--- src/sv/fbpa_pkg.sv ---
package fbpa_pkg;

    localparam int MAX_BLOCKS     = 256;
    localparam int MIN_BLOCK_SIZE = 8;
    localparam int ADDR_BITS      = 32;

    localparam int SIZE_W   = 16;                       // block_size register
    localparam int CNT_W    = 9;                        // block_count register and counts
    localparam int IDX_W    = $clog2(MAX_BLOCKS);       // block index
    localparam int LINK_W   = IDX_W + 1;                // index plus null marker
    localparam int SPAN_W   = SIZE_W + CNT_W;           // size times count
    localparam int STEP_W   = $clog2(SPAN_W + 1);       // divider step counter
    localparam int CFG_IDX_W = 2;
    localparam int CFG_DATA_W = 32;

    localparam int OUT_BITS = 2 + ADDR_BITS + CNT_W + CNT_W + 1;
    localparam int OUT_W    = ((OUT_BITS + 7) / 8) * 8;

    localparam logic [LINK_W-1:0] NULL_LINK = LINK_W'(MAX_BLOCKS);
    localparam logic [CNT_W-1:0]  USED_MAX  = '1;

    typedef enum logic [CFG_IDX_W-1:0] {
        REG_BASE  = 2'd0,
        REG_SIZE  = 2'd1,
        REG_COUNT = 2'd2
    } t_reg_idx;

    typedef enum logic {
        OP_ALLOC = 1'b0,
        OP_FREE  = 1'b1
    } t_op;

    typedef enum logic [1:0] {
        ST_OK       = 2'd0,
        ST_EMPTY    = 2'd1,
        ST_RANGE    = 2'd2,
        ST_MISALIGN = 2'd3
    } t_status;

    // divider handshake toward the sequencer
    typedef struct packed {
        logic done;
        logic busy;
    } t_div_stat;

endpackage

--- src/sv/fbpa_divider.sv ---
module fbpa_divider
    import fbpa_pkg::*;
(
    input  logic              i_clk,
    input  logic              i_rst_n,
    input  logic              i_start,
    input  logic [SPAN_W-1:0] i_dividend,
    input  logic [SIZE_W-1:0] i_divisor,
    output t_div_stat         o_stat,
    output logic [SPAN_W-1:0] o_quotient,
    output logic [SIZE_W-1:0] o_remainder
);

    // restoring divider, one quotient bit per cycle
    logic              r_busy;
    logic              r_done;
    logic [STEP_W-1:0] r_cnt;
    logic [SPAN_W-1:0] r_quo;
    logic [SIZE_W-1:0] r_rem;
    logic [SIZE_W-1:0] r_div;

    logic [SIZE_W:0]   w_shift;
    logic [SIZE_W-1:0] w_sub;
    logic              w_ge;
    logic [SIZE_W-1:0] n_rem;

    always_comb begin
        w_shift = {r_rem, r_quo[SPAN_W-1]};
        // only taken when shift >= divisor, so the low bits hold the difference
        w_sub   = w_shift[SIZE_W-1:0] - r_div;
        w_ge    = (w_shift >= {1'b0, r_div});
        n_rem   = w_ge ? w_sub : w_shift[SIZE_W-1:0];
    end

    always_ff @(posedge i_clk) begin
        if (!i_rst_n) begin
            r_busy <= 1'b0;
            r_done <= 1'b0;
            r_cnt  <= '0;
        end else begin
            r_done <= !i_start && r_busy && (r_cnt == STEP_W'(1));
            if (i_start) begin
                r_busy <= 1'b1;
                r_cnt  <= STEP_W'(SPAN_W);
            end else if (r_busy) begin
                r_cnt <= r_cnt - 1'b1;
                if (r_cnt == STEP_W'(1)) begin
                    r_busy <= 1'b0;
                end
            end
        end
    end

    always_ff @(posedge i_clk) begin
        if (i_start) begin
            r_quo <= i_dividend;
            r_rem <= '0;
            r_div <= i_divisor;
        end else if (r_busy) begin
            r_quo <= {r_quo[SPAN_W-2:0], w_ge};
            r_rem <= n_rem;
        end
    end

    assign o_stat.done = r_done;
    assign o_stat.busy = r_busy;
    assign o_quotient  = r_quo;
    assign o_remainder = r_rem;

endmodule

--- src/sv/fixed_block_pool_allocator.sv ---
// Fixed-size block pool allocator. The pool is base_address plus block_count
// blocks of block_size bytes (sizes below 8 count as 8, counts above 256 as
// 256); each register write re-initializes it. Requests arrive on the slave
// stream, tuser = operation (0 alloc, 1 free), tdata = address to free. Each
// request yields one response: status, block address (0 unless an alloc
// succeeded), used and free counts, pool-full flag. Freed blocks are reused
// LIFO; a fresh pool hands out blocks from the highest index down. Double
// frees are not detected. One request is in flight at a time. An alloc runs
// the prepare, multiply and add steps (prepare alone when the pool is empty);
// a free rejected for range stops after the check step, any other free waits
// for the 25-step serial divider that turns the block offset into an index;
// a response still held downstream holds the finish step until it is taken.
// The response register lets the next request be accepted while a response
// still waits downstream.
module fixed_block_pool_allocator
    import fbpa_pkg::*;
(
    input  logic                  i_clk,
    input  logic                  i_rst_n,
    // configuration write port
    input  logic                  i_cfg_we,
    input  logic [CFG_IDX_W-1:0]  i_cfg_index,
    input  logic [CFG_DATA_W-1:0] i_cfg_wdata,
    // request stream
    input  logic                  i_s_axis_tvalid,
    output logic                  o_s_axis_tready,
    input  logic [ADDR_BITS-1:0]  i_s_axis_tdata,  // [31:0] address
    input  logic                  i_s_axis_tuser,  // [0] operation
    // response stream
    output logic                  o_m_axis_tvalid,
    input  logic                  i_m_axis_tready,
    // [1:0] status, [33:2] block_address, [42:34] used_blocks,
    // [51:43] free_blocks, [52] pool_full, [55:53] zero
    output logic [OUT_W-1:0]      o_m_axis_tdata
);

    typedef enum logic [6:0] {
        S_IDLE  = 7'b0000001,
        S_PREP  = 7'b0000010,
        S_CHECK = 7'b0000100,
        S_DIV   = 7'b0001000,
        S_AMUL  = 7'b0010000,
        S_AADD  = 7'b0100000,
        S_FIN   = 7'b1000000
    } t_state;

    t_state r_state;

    // configuration
    logic [ADDR_BITS-1:0] r_base;
    logic [SIZE_W-1:0]    r_size;
    logic [CNT_W-1:0]     r_count;

    // pool state
    logic [LINK_W-1:0]    r_head;
    logic [CNT_W-1:0]     r_fresh;
    logic [CNT_W-1:0]     r_used;
    logic [LINK_W-1:0]    r_mem [MAX_BLOCKS];
    logic [LINK_W-1:0]    r_link;

    // per-request working registers
    t_op                  r_op;
    logic [ADDR_BITS-1:0] r_addr;
    logic [ADDR_BITS-1:0] r_offset;
    logic                 r_below;
    logic [SPAN_W-1:0]    r_prod;
    logic [IDX_W-1:0]     r_idx;
    logic                 r_from_list;
    t_status              r_status;
    logic [ADDR_BITS-1:0] r_baddr;

    // response register
    logic                 r_out_valid;
    logic [OUT_W-1:0]     r_out_data;

    logic [SIZE_W-1:0]    w_eff_size;
    logic [CNT_W-1:0]     w_eff_count;
    logic [CNT_W-1:0]     w_mul_b;
    logic [SPAN_W-1:0]    w_prod;
    logic [ADDR_BITS:0]   w_diff;
    logic [CNT_W-1:0]     w_fresh_dec;
    logic [CNT_W-1:0]     w_free_cnt;
    logic                 w_full;
    logic                 w_accept;
    logic                 w_out_free;
    logic                 w_div_start;
    logic                 w_push;
    logic [IDX_W-1:0]     w_push_idx;
    logic [CNT_W-1:0]     n_count;
    logic [CNT_W-1:0]     n_eff_count;

    t_div_stat            w_div_stat;
    logic [SPAN_W-1:0]    w_quo;
    logic [SIZE_W-1:0]    w_rem;

    always_comb begin
        w_eff_size  = (r_size < SIZE_W'(MIN_BLOCK_SIZE)) ? SIZE_W'(MIN_BLOCK_SIZE) : r_size;
        w_eff_count = (r_count > CNT_W'(MAX_BLOCKS)) ? CNT_W'(MAX_BLOCKS) : r_count;
        // one multiplier, shared: span check on a free, index scaling on an alloc
        w_mul_b     = (r_state == S_AMUL) ? CNT_W'(r_idx) : w_eff_count;
        w_prod      = SPAN_W'({{CNT_W{1'b0}}, w_eff_size} * {{SIZE_W{1'b0}}, w_mul_b});
        w_diff      = {1'b0, r_addr} - {1'b0, r_base};
        w_fresh_dec = r_fresh - 1'b1;
        w_free_cnt  = (w_eff_count > r_used) ? (w_eff_count - r_used) : '0;
        w_full      = r_head[IDX_W] && (r_fresh == '0);
        n_count     = (i_cfg_index == REG_COUNT) ? i_cfg_wdata[CNT_W-1:0] : r_count;
        n_eff_count = (n_count > CNT_W'(MAX_BLOCKS)) ? CNT_W'(MAX_BLOCKS) : n_count;
    end

    assign o_s_axis_tready = (r_state == S_IDLE);
    assign w_accept        = i_s_axis_tvalid && o_s_axis_tready;
    assign w_out_free      = !r_out_valid || i_m_axis_tready;
    assign w_div_start     = (r_state == S_CHECK) && !r_below &&
                             (r_offset < {{(ADDR_BITS-SPAN_W){1'b0}}, r_prod});
    assign w_push          = (r_state == S_DIV) && w_div_stat.done && (w_rem == '0);
    assign w_push_idx      = w_quo[IDX_W-1:0];

    fbpa_divider u_div (
        .i_clk       (i_clk),
        .i_rst_n     (i_rst_n),
        .i_start     (w_div_start),
        .i_dividend  (r_offset[SPAN_W-1:0]),
        .i_divisor   (w_eff_size),
        .o_stat      (w_div_stat),
        .o_quotient  (w_quo),
        .o_remainder (w_rem)
    );

    // link store: push on a good free, registered read on an alloc
    always_ff @(posedge i_clk) begin
        if (w_push) begin
            r_mem[w_push_idx] <= r_head;
        end
        if (r_state == S_PREP && r_op == OP_ALLOC) begin
            r_link <= r_mem[r_head[IDX_W-1:0]];
        end
    end

    // sequencer and pool state
    always_ff @(posedge i_clk) begin
        if (!i_rst_n) begin
            r_state     <= S_IDLE;
            r_base      <= '0;
            r_size      <= SIZE_W'(8);
            r_count     <= CNT_W'(256);
            r_head      <= NULL_LINK;
            r_fresh     <= CNT_W'(MAX_BLOCKS);
            r_used      <= '0;
            r_out_valid <= 1'b0;
        end else begin
            // loads out of the finish step, holds until taken downstream
            r_out_valid <= ((r_state == S_FIN) && w_out_free) ||
                           (r_out_valid && !i_m_axis_tready);

            if (i_cfg_we && (i_cfg_index == REG_BASE || i_cfg_index == REG_SIZE ||
                             i_cfg_index == REG_COUNT)) begin
                unique case (i_cfg_index)
                    REG_BASE:  r_base  <= i_cfg_wdata[ADDR_BITS-1:0];
                    REG_SIZE:  r_size  <= i_cfg_wdata[SIZE_W-1:0];
                    default:   r_count <= i_cfg_wdata[CNT_W-1:0];
                endcase
                r_head  <= NULL_LINK;
                r_fresh <= n_eff_count;
                r_used  <= '0;
            end

            unique case (r_state)
                S_IDLE: begin
                    if (w_accept) begin
                        r_state <= S_PREP;
                    end
                end
                S_PREP: begin
                    if (r_op == OP_FREE) begin
                        r_state <= S_CHECK;
                    end else if (!r_head[IDX_W]) begin
                        r_state <= S_AMUL;
                    end else if (r_fresh != '0) begin
                        r_fresh <= w_fresh_dec;
                        r_state <= S_AMUL;
                    end else begin
                        r_state <= S_FIN;
                    end
                end
                S_CHECK: begin
                    r_state <= w_div_start ? S_DIV : S_FIN;
                end
                S_DIV: begin
                    if (w_div_stat.done) begin
                        if (w_push) begin
                            r_head <= {1'b0, w_push_idx};
                            if (r_used != '0) begin
                                r_used <= r_used - 1'b1;
                            end
                        end
                        r_state <= S_FIN;
                    end
                end
                S_AMUL: begin
                    if (r_from_list) begin
                        r_head <= r_link;
                    end
                    r_state <= S_AADD;
                end
                S_AADD: begin
                    if (r_used != USED_MAX) begin
                        r_used <= r_used + 1'b1;
                    end
                    r_state <= S_FIN;
                end
                S_FIN: begin
                    if (w_out_free) begin
                        r_state <= S_IDLE;
                    end
                end
                default: r_state <= S_IDLE;
            endcase
        end
    end

    // request payload and per-step results
    always_ff @(posedge i_clk) begin
        unique case (r_state)
            S_IDLE: begin
                if (w_accept) begin
                    r_op     <= t_op'(i_s_axis_tuser);
                    r_addr   <= i_s_axis_tdata;
                    r_status <= ST_OK;
                    r_baddr  <= '0;
                end
            end
            S_PREP: begin
                r_prod   <= w_prod;
                r_offset <= w_diff[ADDR_BITS-1:0];
                r_below  <= w_diff[ADDR_BITS];
                if (r_op == OP_ALLOC) begin
                    if (!r_head[IDX_W]) begin
                        r_idx       <= r_head[IDX_W-1:0];
                        r_from_list <= 1'b1;
                    end else begin
                        r_idx       <= w_fresh_dec[IDX_W-1:0];
                        r_from_list <= 1'b0;
                        if (r_fresh == '0) begin
                            r_status <= ST_EMPTY;
                        end
                    end
                end
            end
            S_CHECK: begin
                if (!w_div_start) begin
                    r_status <= ST_RANGE;
                end
            end
            S_DIV: begin
                if (w_div_stat.done && w_rem != '0) begin
                    r_status <= ST_MISALIGN;
                end
            end
            S_AMUL: begin
                r_prod <= w_prod;
            end
            S_AADD: begin
                r_baddr <= r_base + {{(ADDR_BITS-SPAN_W){1'b0}}, r_prod};
            end
            S_FIN: begin
                if (w_out_free) begin
                    r_out_data <= OUT_W'({w_full, w_free_cnt, r_used, r_baddr, r_status});
                end
            end
            default: ;
        endcase
    end

    assign o_m_axis_tvalid = r_out_valid;
    assign o_m_axis_tdata  = r_out_data;

    // head is either a block index or the null marker
    a_head_range: assert property (@(posedge i_clk) disable iff (!i_rst_n)
        r_head <= NULL_LINK)
        else $error("free list head beyond null marker");

    // never-issued blocks never exceed the built capacity
    a_fresh_range: assert property (@(posedge i_clk) disable iff (!i_rst_n)
        r_fresh <= CNT_W'(MAX_BLOCKS))
        else $error("fresh block count beyond capacity");

    // a response only appears out of the finish step
    a_out_from_fin: assert property (@(posedge i_clk) disable iff (!i_rst_n)
        $rose(o_m_axis_tvalid) |-> $past(r_state == S_FIN))
        else $error("response raised outside finish step");

    // divider runs and finishes only while the sequencer waits for it
    a_div_done: assert property (@(posedge i_clk) disable iff (!i_rst_n)
        (w_div_stat.busy || w_div_stat.done) |-> (r_state == S_DIV))
        else $error("divider active with no free pending");

endmodule

--- config.mk ---
export PLATFORM = sky130hd
export DESIGN_NAME = fixed_block_pool_allocator
export DESIGN_NICKNAME = d
export VERILOG_FILES = /design/src/sv/fbpa_pkg.sv /design/src/sv/fbpa_divider.sv /design/src/sv/fixed_block_pool_allocator.sv
export SDC_FILE = /design/constraint.sdc
export NUM_CORES = 2
export LEC_CHECK = 0
export ABC_CLOCK_PERIOD_IN_PS = 7150
export BUFFER_PORTS_ARGS = -buffer_cell sky130_fd_sc_hd__clkbuf_2
export CAP_MARGIN = 25
export CORE_UTILIZATION = 57
export CTS_CLUSTER_DIAMETER = 100
export DETAILED_ROUTE_END_ITERATION = 8
export PLACE_DENSITY = 0.73
export SLEW_MARGIN = 10
export SYNTH_ARGS = -nofsm -noshare
export SYNTH_HDL_FRONTEND = slang
export SYNTH_SLANG_ARGS = --single-unit
--- constraint.sdc ---
create_clock -name i_clk -period 7.15 [get_ports i_clk]
set_clock_uncertainty 0.15 [all_clocks]
set_input_delay 0.3575 -clock i_clk [delete_from_list [all_inputs] [get_ports i_clk]]
set_output_delay 0.3575 -clock i_clk [all_outputs]
set_load 0.005 [all_outputs]
======== Word-level counts from Yosys, hierarchy flattened ========
Memory sizes are Yosys's and may differ from the RTL's. A register that Yosys moved wholly into a read port is not among the register bits.
Index checks and enable logic that the tools add are counted.
word-level totals
  bits in registers ....................... 343
  RAM bits ................................ 2304
  bits of input ports ..................... 72
  output and inout port bits .............. 58
  word-level logic and storage cells ...... 156
  memories kept ........................... 1
memory list
  memory  depth  bits a word  read ports  clocked after Yosys merged registers in  write ports  RTL line                          text
  r_mem   256    9            1           1                                        1            fixed_block_pool_allocator.sv:58  logic [LINK_W-1:0] r_mem [MAX_BLOCKS];
operators by class
  $add $sub $neg .......................... 8
  multipliers ............................. 1
  $lt $le $gt $ge ......................... 6
  equal/unequal tests ..................... 19
  multiplexer cells ....................... 50
  bitwise operators ....................... 3
  reduce and logical (&&, ||, !) cells .... 42
operators by type and width
  cell                                                                            count
  9-bit two-way mux                                                               18
  32-bit case mux with 2 select lines                                             1
  25-bit two-way mux                                                              2
  7-bit two-way mux                                                               7
  7-bit case mux with 7 select lines                                              1
  9-bit case mux with 2 select lines                                              2
  32-bit by 32-bit subtractor with 33-bit output                                  1
  32-bit by 25-bit adder with 32-bit output                                       1
  32-bit by 25-bit less-than comparator with 1-bit output                         1
  16-bit two-way mux                                                              2
  32-bit two-way mux                                                              1
  16-bit by 9-bit multiplier with 25-bit output                                   1
  9-bit greater-than comparator (second input constant)                           2
  9-bit nonzero test                                                              2
  9-bit by 1-bit subtractor with 9-bit output (second input constant)             2
  17-bit by 16-bit greater-or-equal comparator with 1-bit output                  1
  16-bit logical NOT                                                              1
  16-bit by 4-bit less-than comparator with 1-bit output (second input constant)  1
  16-bit nonzero test                                                             1
  16-bit subtractor                                                               1
  2-bit AND reduction                                                             7
  1-bit logical AND                                                               13
  2-bit two-way mux                                                               6
  5-bit two-way mux                                                               2
  30 further kinds                                                                52

======== Logic depth before layout (Yosys ltp) ========
  depth in word-level cells ............... 9
  mapped depth ............................ 26
  mapped depth without buffers ............ 24

======== Cells and area by module ========
Synthesis repeated with hierarchy kept, for this count alone.
unflattened totals
  cell total of the unflattened synthesis .. 5899
  area, all modules ....................... 111090.3 um^2
modules (own cells, without submodules)
  module                      times used  cells an instance  area an instance (um^2)  sequential area each (um^2)
  fixed_block_pool_allocator  1           5570               107568.2                 76913.8
  fbpa_divider                1           329                3522.1                   1691.6

======== Least setup slack after synthesis ========
OpenSTA, ideal clock, no wires.
  path kind ............................... register to register
  start point ............................. reg r_head[0]
  end point ............................... reg r_link[8], read port of r_mem, data pin
  setup time .............................. 0.265 ns
  data arrival time ....................... 6.251 ns
  required time ........................... 6.735 ns
  slack ................................... 0.483 ns
  cell stages (with the launch flop) ...... 8
  buffers on the path ..................... 2
  clock period less this slack ............ 6.667 ns
  cell sequence ........................... dfxtp_1 buf_2 buf_1 mux4_2 mux4_2 mux4_2 a22oi_1 nand2_1
RTL lines
  item                    RTL line                           text
  from (decl)             fixed_block_pool_allocator.sv:55   logic [LINK_W-1:0] r_head;
  from (signal assigned)  fixed_block_pool_allocator.sv:191  r_head <= {1'b0, w_push_idx};
  from (signal assigned)  fixed_block_pool_allocator.sv:201  r_head <= r_link;
  to (decl)               fixed_block_pool_allocator.sv:59   logic [LINK_W-1:0] r_link;

======== Worst setup path after layout ========
  start point ............................. reg r_state[6]
  end point ............................... reg r_prod[23], data pin
between the ends
  longest elaborated chain between the ends .. 3
ends and longest elaborated chain
  item                                            RTL line                           text
  from (decl)                                     fixed_block_pool_allocator.sv:47   t_state r_state;
  from (signal assigned)                          fixed_block_pool_allocator.sv:186  r_state <= w_div_start ? S_DIV : S_FIN;
  7-bit by 5-bit equality test with 1-bit output  fixed_block_pool_allocator.sv:100  w_mul_b = (r_state == S_AMUL) ? CNT_W'(r_idx) : w_eff_count;
  9-bit two-way mux                               fixed_block_pool_allocator.sv:100
  16-bit by 9-bit multiplier with 25-bit output   fixed_block_pool_allocator.sv:101  w_prod = SPAN_W'({{CNT_W{1'b0}}, w_eff_size} * {{SIZE_W{1'b0}}, w_mul_b});
  net w_prod[23]                                  fixed_block_pool_allocator.sv:79   logic [SPAN_W-1:0] w_prod;
  to (signal assigned)                            fixed_block_pool_allocator.sv:233  r_prod <= w_prod;
  to (signal assigned)                            fixed_block_pool_allocator.sv:260  r_prod <= w_prod;
  to (decl)                                       fixed_block_pool_allocator.sv:66   logic [SPAN_W-1:0] r_prod;
The timed path passes the listed nets, and every way through them passes these cells.
A chain may end at the register's enable or synchronous reset.

==> qor.yml <==
timing:
  hold_viol_final: 0
  maxSlewViolCount: 0
  finalSetupViolations: 0
  finalCriticalPeriod_ps: 6720
  rsz0062_at_grt: "no"
  finalCritPeriodShare_pct: 94.0
  fmax_ghz: 0.149
  slew_headroom_pct: 21.9
  tightest_slew_ps: 1170
  fin_setup_tns_ps: 0
cts:
  numClockSinks: 2656
  numCtsBuffers: 286
  cts_root_buf: "clkbuf_16"
  cts.htree.levels: 5
  clockBufferDepth: 4
  cts_tree: "done"
  clk_pin_slew_worst_paths_ps: 60
  worstSkewPairLatency_ps: 930
  postCtsSetupRepairBufs: 0
power_and_ir_drop:
  p_sw_share_pct: 19.7
  p_per_area_nw_per_um2: 251
  total_power_uw: 31400
  power_frac_seq_pct: 53.9
  p_switching_uw: 6170
  p_int_uw: 25200
  vdd_drop_max_v: 0.000262
  power.leakage_uw: 0.0425
  clock_power_share_pct: 44.3
  combPwrFrac_pct: 1.8
finish:
  finalNonFillerCells: 8948
  area_growth_pct: 12.4
  final_common_cell: "edfxtp_1"
  mostFrequentLayoutCells: "edfxtp_1, mux4_2, nor2_1, clkbuf_16, nand2_1"
  layout-drive-gt1-share_pct: 22.3
  nets: 6560
  design_area_um2: 125000
route:
  drt_iter0_markers: 6478
  vias: 56700
  wl_per_cell_um: 28.2
  viasPerCell: 6.34
  final_antenna_net_count: 0
  postRouteWirelength_um: 253000
  drc: 0
  firstDrtPassIters: 5
worst_setup_path:
  path_buf_inv: 4
  crit_path_end_kind: "flop"
  crit_fanout: 16
  crit_path_top_delay_cell: "fa_1"
  critPathKind: "flop to flop"
  path_cells: "nor3_1 > and4b_1 > nand2_1 > o21ai_1 > buf_4 > nand2_1 > fa_1 > inv_1 > fa_1 > inv_1 > fa_1 > fa_1 > inv_1 > ha_1 > a21oi_1 > nor2b_1 > nor4_1 > nor3_1 > or2_2 > a41o_1 > or4_1 > a2111o_1 > o211ai_1"
  cp_top_family: "adder cells"
  crit_path_max_incr_delay_ps: 540
  critPathRequiredTime_ps: 7760
  critPathLaunchType: "flop"
  arrival_ps: 7330
  cp_common_cell: "fa_1"
global_route:
  grt-busiest-layer: "met2"
  grtUsageTotal_pct: 25.9
  grtUsageMet1_pct: 37.2
  antenna_found_initial: 7
  grt_pass1_vias: 56900
  grt_max_degree: 184
  grt_pass1_wl_um: 376000
  grt_use_met3_pct: 3.98
  grt-ovfl-total: 0
  grt_use_met2_pct: 41.5
outcome:
  status: "completed"
synth:
  synth_seq_cells: 2656
  ys_seq_area_share_pct: 70.9
  syn_avg_cell_area_um2: 18.9
  async_flop_share_pct: 0
  syn_inst: 5882
  netlist_area_um2: 111000
  ys_types: 72
  synth-edff-count: 2541
  yosys_warnings: 0
  synth_ff_type: "edfxtp_1"
floorplan:
  die_x_um: 443
  rows: 161
  die_height_um: 443
  start_util_pct: 57.5
  io_pins: 130
  core-area_um2: 193000
  die_area_um2: 196000
flow_run:
  cap_violations: 0
hold_path:
  hold_class: "input pin to flop"
place:
  place_congestion: 0.883
  dpl-instance-area_um2: 115000
  post-dp-hpwl_um: 152000
  numPortBuffers: 126
  dp_cells: 8332
## synth_stat cells, types with 10 or more instances
cell | count | area, µm²
a211oi_1 | 28 | 210
a21boi_0 | 74 | 556
a21o_1 | 29 | 218
a21oi_1 | 109 | 546
a22oi_1 | 28 | 210
and2_1 | 18 | 113
and3_1 | 26 | 163
buf_1 | 32 | 120
buf_2 | 49 | 245
clkbuf_1 | 216 | 811
dfxtp_1 | 115 | 2300
edfxtp_1 | 2541 | 76300
fa_1 | 103 | 2060
ha_1 | 157 | 1960
inv_1 | 260 | 976
mux2_2 | 25 | 282
mux2i_1 | 27 | 270
mux4_2 | 756 | 17000
nand2_1 | 277 | 1040
nand2b_1 | 35 | 219
nand3_1 | 48 | 240
nand4_1 | 16 | 100
nor2_1 | 433 | 1630
nor2b_1 | 89 | 557
nor3_1 | 53 | 265
nor4_1 | 18 | 113
o21a_1 | 18 | 135
o21ai_0 | 70 | 350
o31ai_1 | 10 | 75.1
or3_1 | 10 | 62.6
xnor2_1 | 51 | 447
xor2_1 | 36 | 315
## final timing paths
kind | startpoint | endpoint | slack, ps | cells after the start
max | r_state[6]$_SDFFE_PN0P_ | r_prod[23]$_DFFE_PP_ | 430 | 23
min | i_s_axis_tdata[12] | r_addr[12]$_DFFE_PP_ | 60 | 2
max reg2reg | r_state[6]$_SDFFE_PN0P_ | r_prod[23]$_DFFE_PP_ | 430 | 23
min reg2reg | r_baddr[4]$_SDFFCE_PN0P_ | o_m_axis_tdata[6]$_DFFE_PP_ | 260 | 0
## worst register-to-register path, stage by stage, from the launching register on
cell and delay [ps]:
dfxtp_1 350, nor3_1 260, and4b_1 390, nand2_1 90, o21ai_1 110, buf_4 250, nand2_1 120, fa_1 540
inv_1 50, fa_1 500, inv_1 60, fa_1 480, fa_1 490, inv_1 40, ha_1 320, a21oi_1 180
nor2b_1 80, nor4_1 460, nor3_1 140, or2_2 340, a41o_1 270, or4_1 430, a2111o_1 400, o211ai_1 110
## metrics by stage
stage                     util, %  setup slack [ps]  hold slack, ps
final                        64.6               432            61.3
after global routing         64.6               126            32.1
after CTS                    64.6               446            2.45
after detailed placement     59.4               404             255
after global placement       59.4               524             251
after floorplan                 -               483             250
## layout make-up
class                      count  area (µm²)
sequential                  2656       78600
inverter                     260         976
fill                       12600       68200
clock inverter               127        1060
clock buffer                 353        7600
tap                         2526        3160
multi-input combinational   2667       30300
timing repair buffer         357        3030
antenna                        2        5.00
## kinds of logic (layout without fill, tap and decap cells)
family,after synthesis,in the layout,synth area share [%]
compound gates,449,449,2.69
xor+xnor,87,87,0.687
fa+ha+maj,260,260,3.63
buf+inv,561,1097,1.97
flops,2656,2656,70.9
mux,808,808,15.8
other cells,1,5,0.00338
simple gates,1060,1060,4.32
## timing repair
action | in CTS | in global routing
endpoints found under the hold margin | 119 | 0
gates resized for setup | 0 | 1
endpoints found under the setup margin | 0 | 1
hold buffers | 124 | 0
## sequential cells by signal, summed over array words and instances (netlist names), 16 cells and up
name / count
r_baddr: 32
u_div.r_div: 16
u_div.o_quotient: 25
r_offset: 32
o_m_axis_tdata: 53
r_base: 32
r_prod: 25
r_addr: 32
u_div.o_remainder: 16
r_size: 16
r_mem: 2304
## power groups by stage
stage	Sequential, µW	Clock (µW)	Combinational (µW)
after floorplan	17200	0	347
after global placement	17200	0	481
after detailed placement	17200	0	492
after CTS	16900	14000	544
after global routing	16900	14600	605
final	16900	13900	555
## layer usage
metal / routed length, µm / vias up
li1: - / 24100
met1: 102000 / 29600
met2: 124000 / 2573
met3: 18800 / 448
met4: 7500 / 0
met5: 0 / -
(Power assumes the default switching activity.)
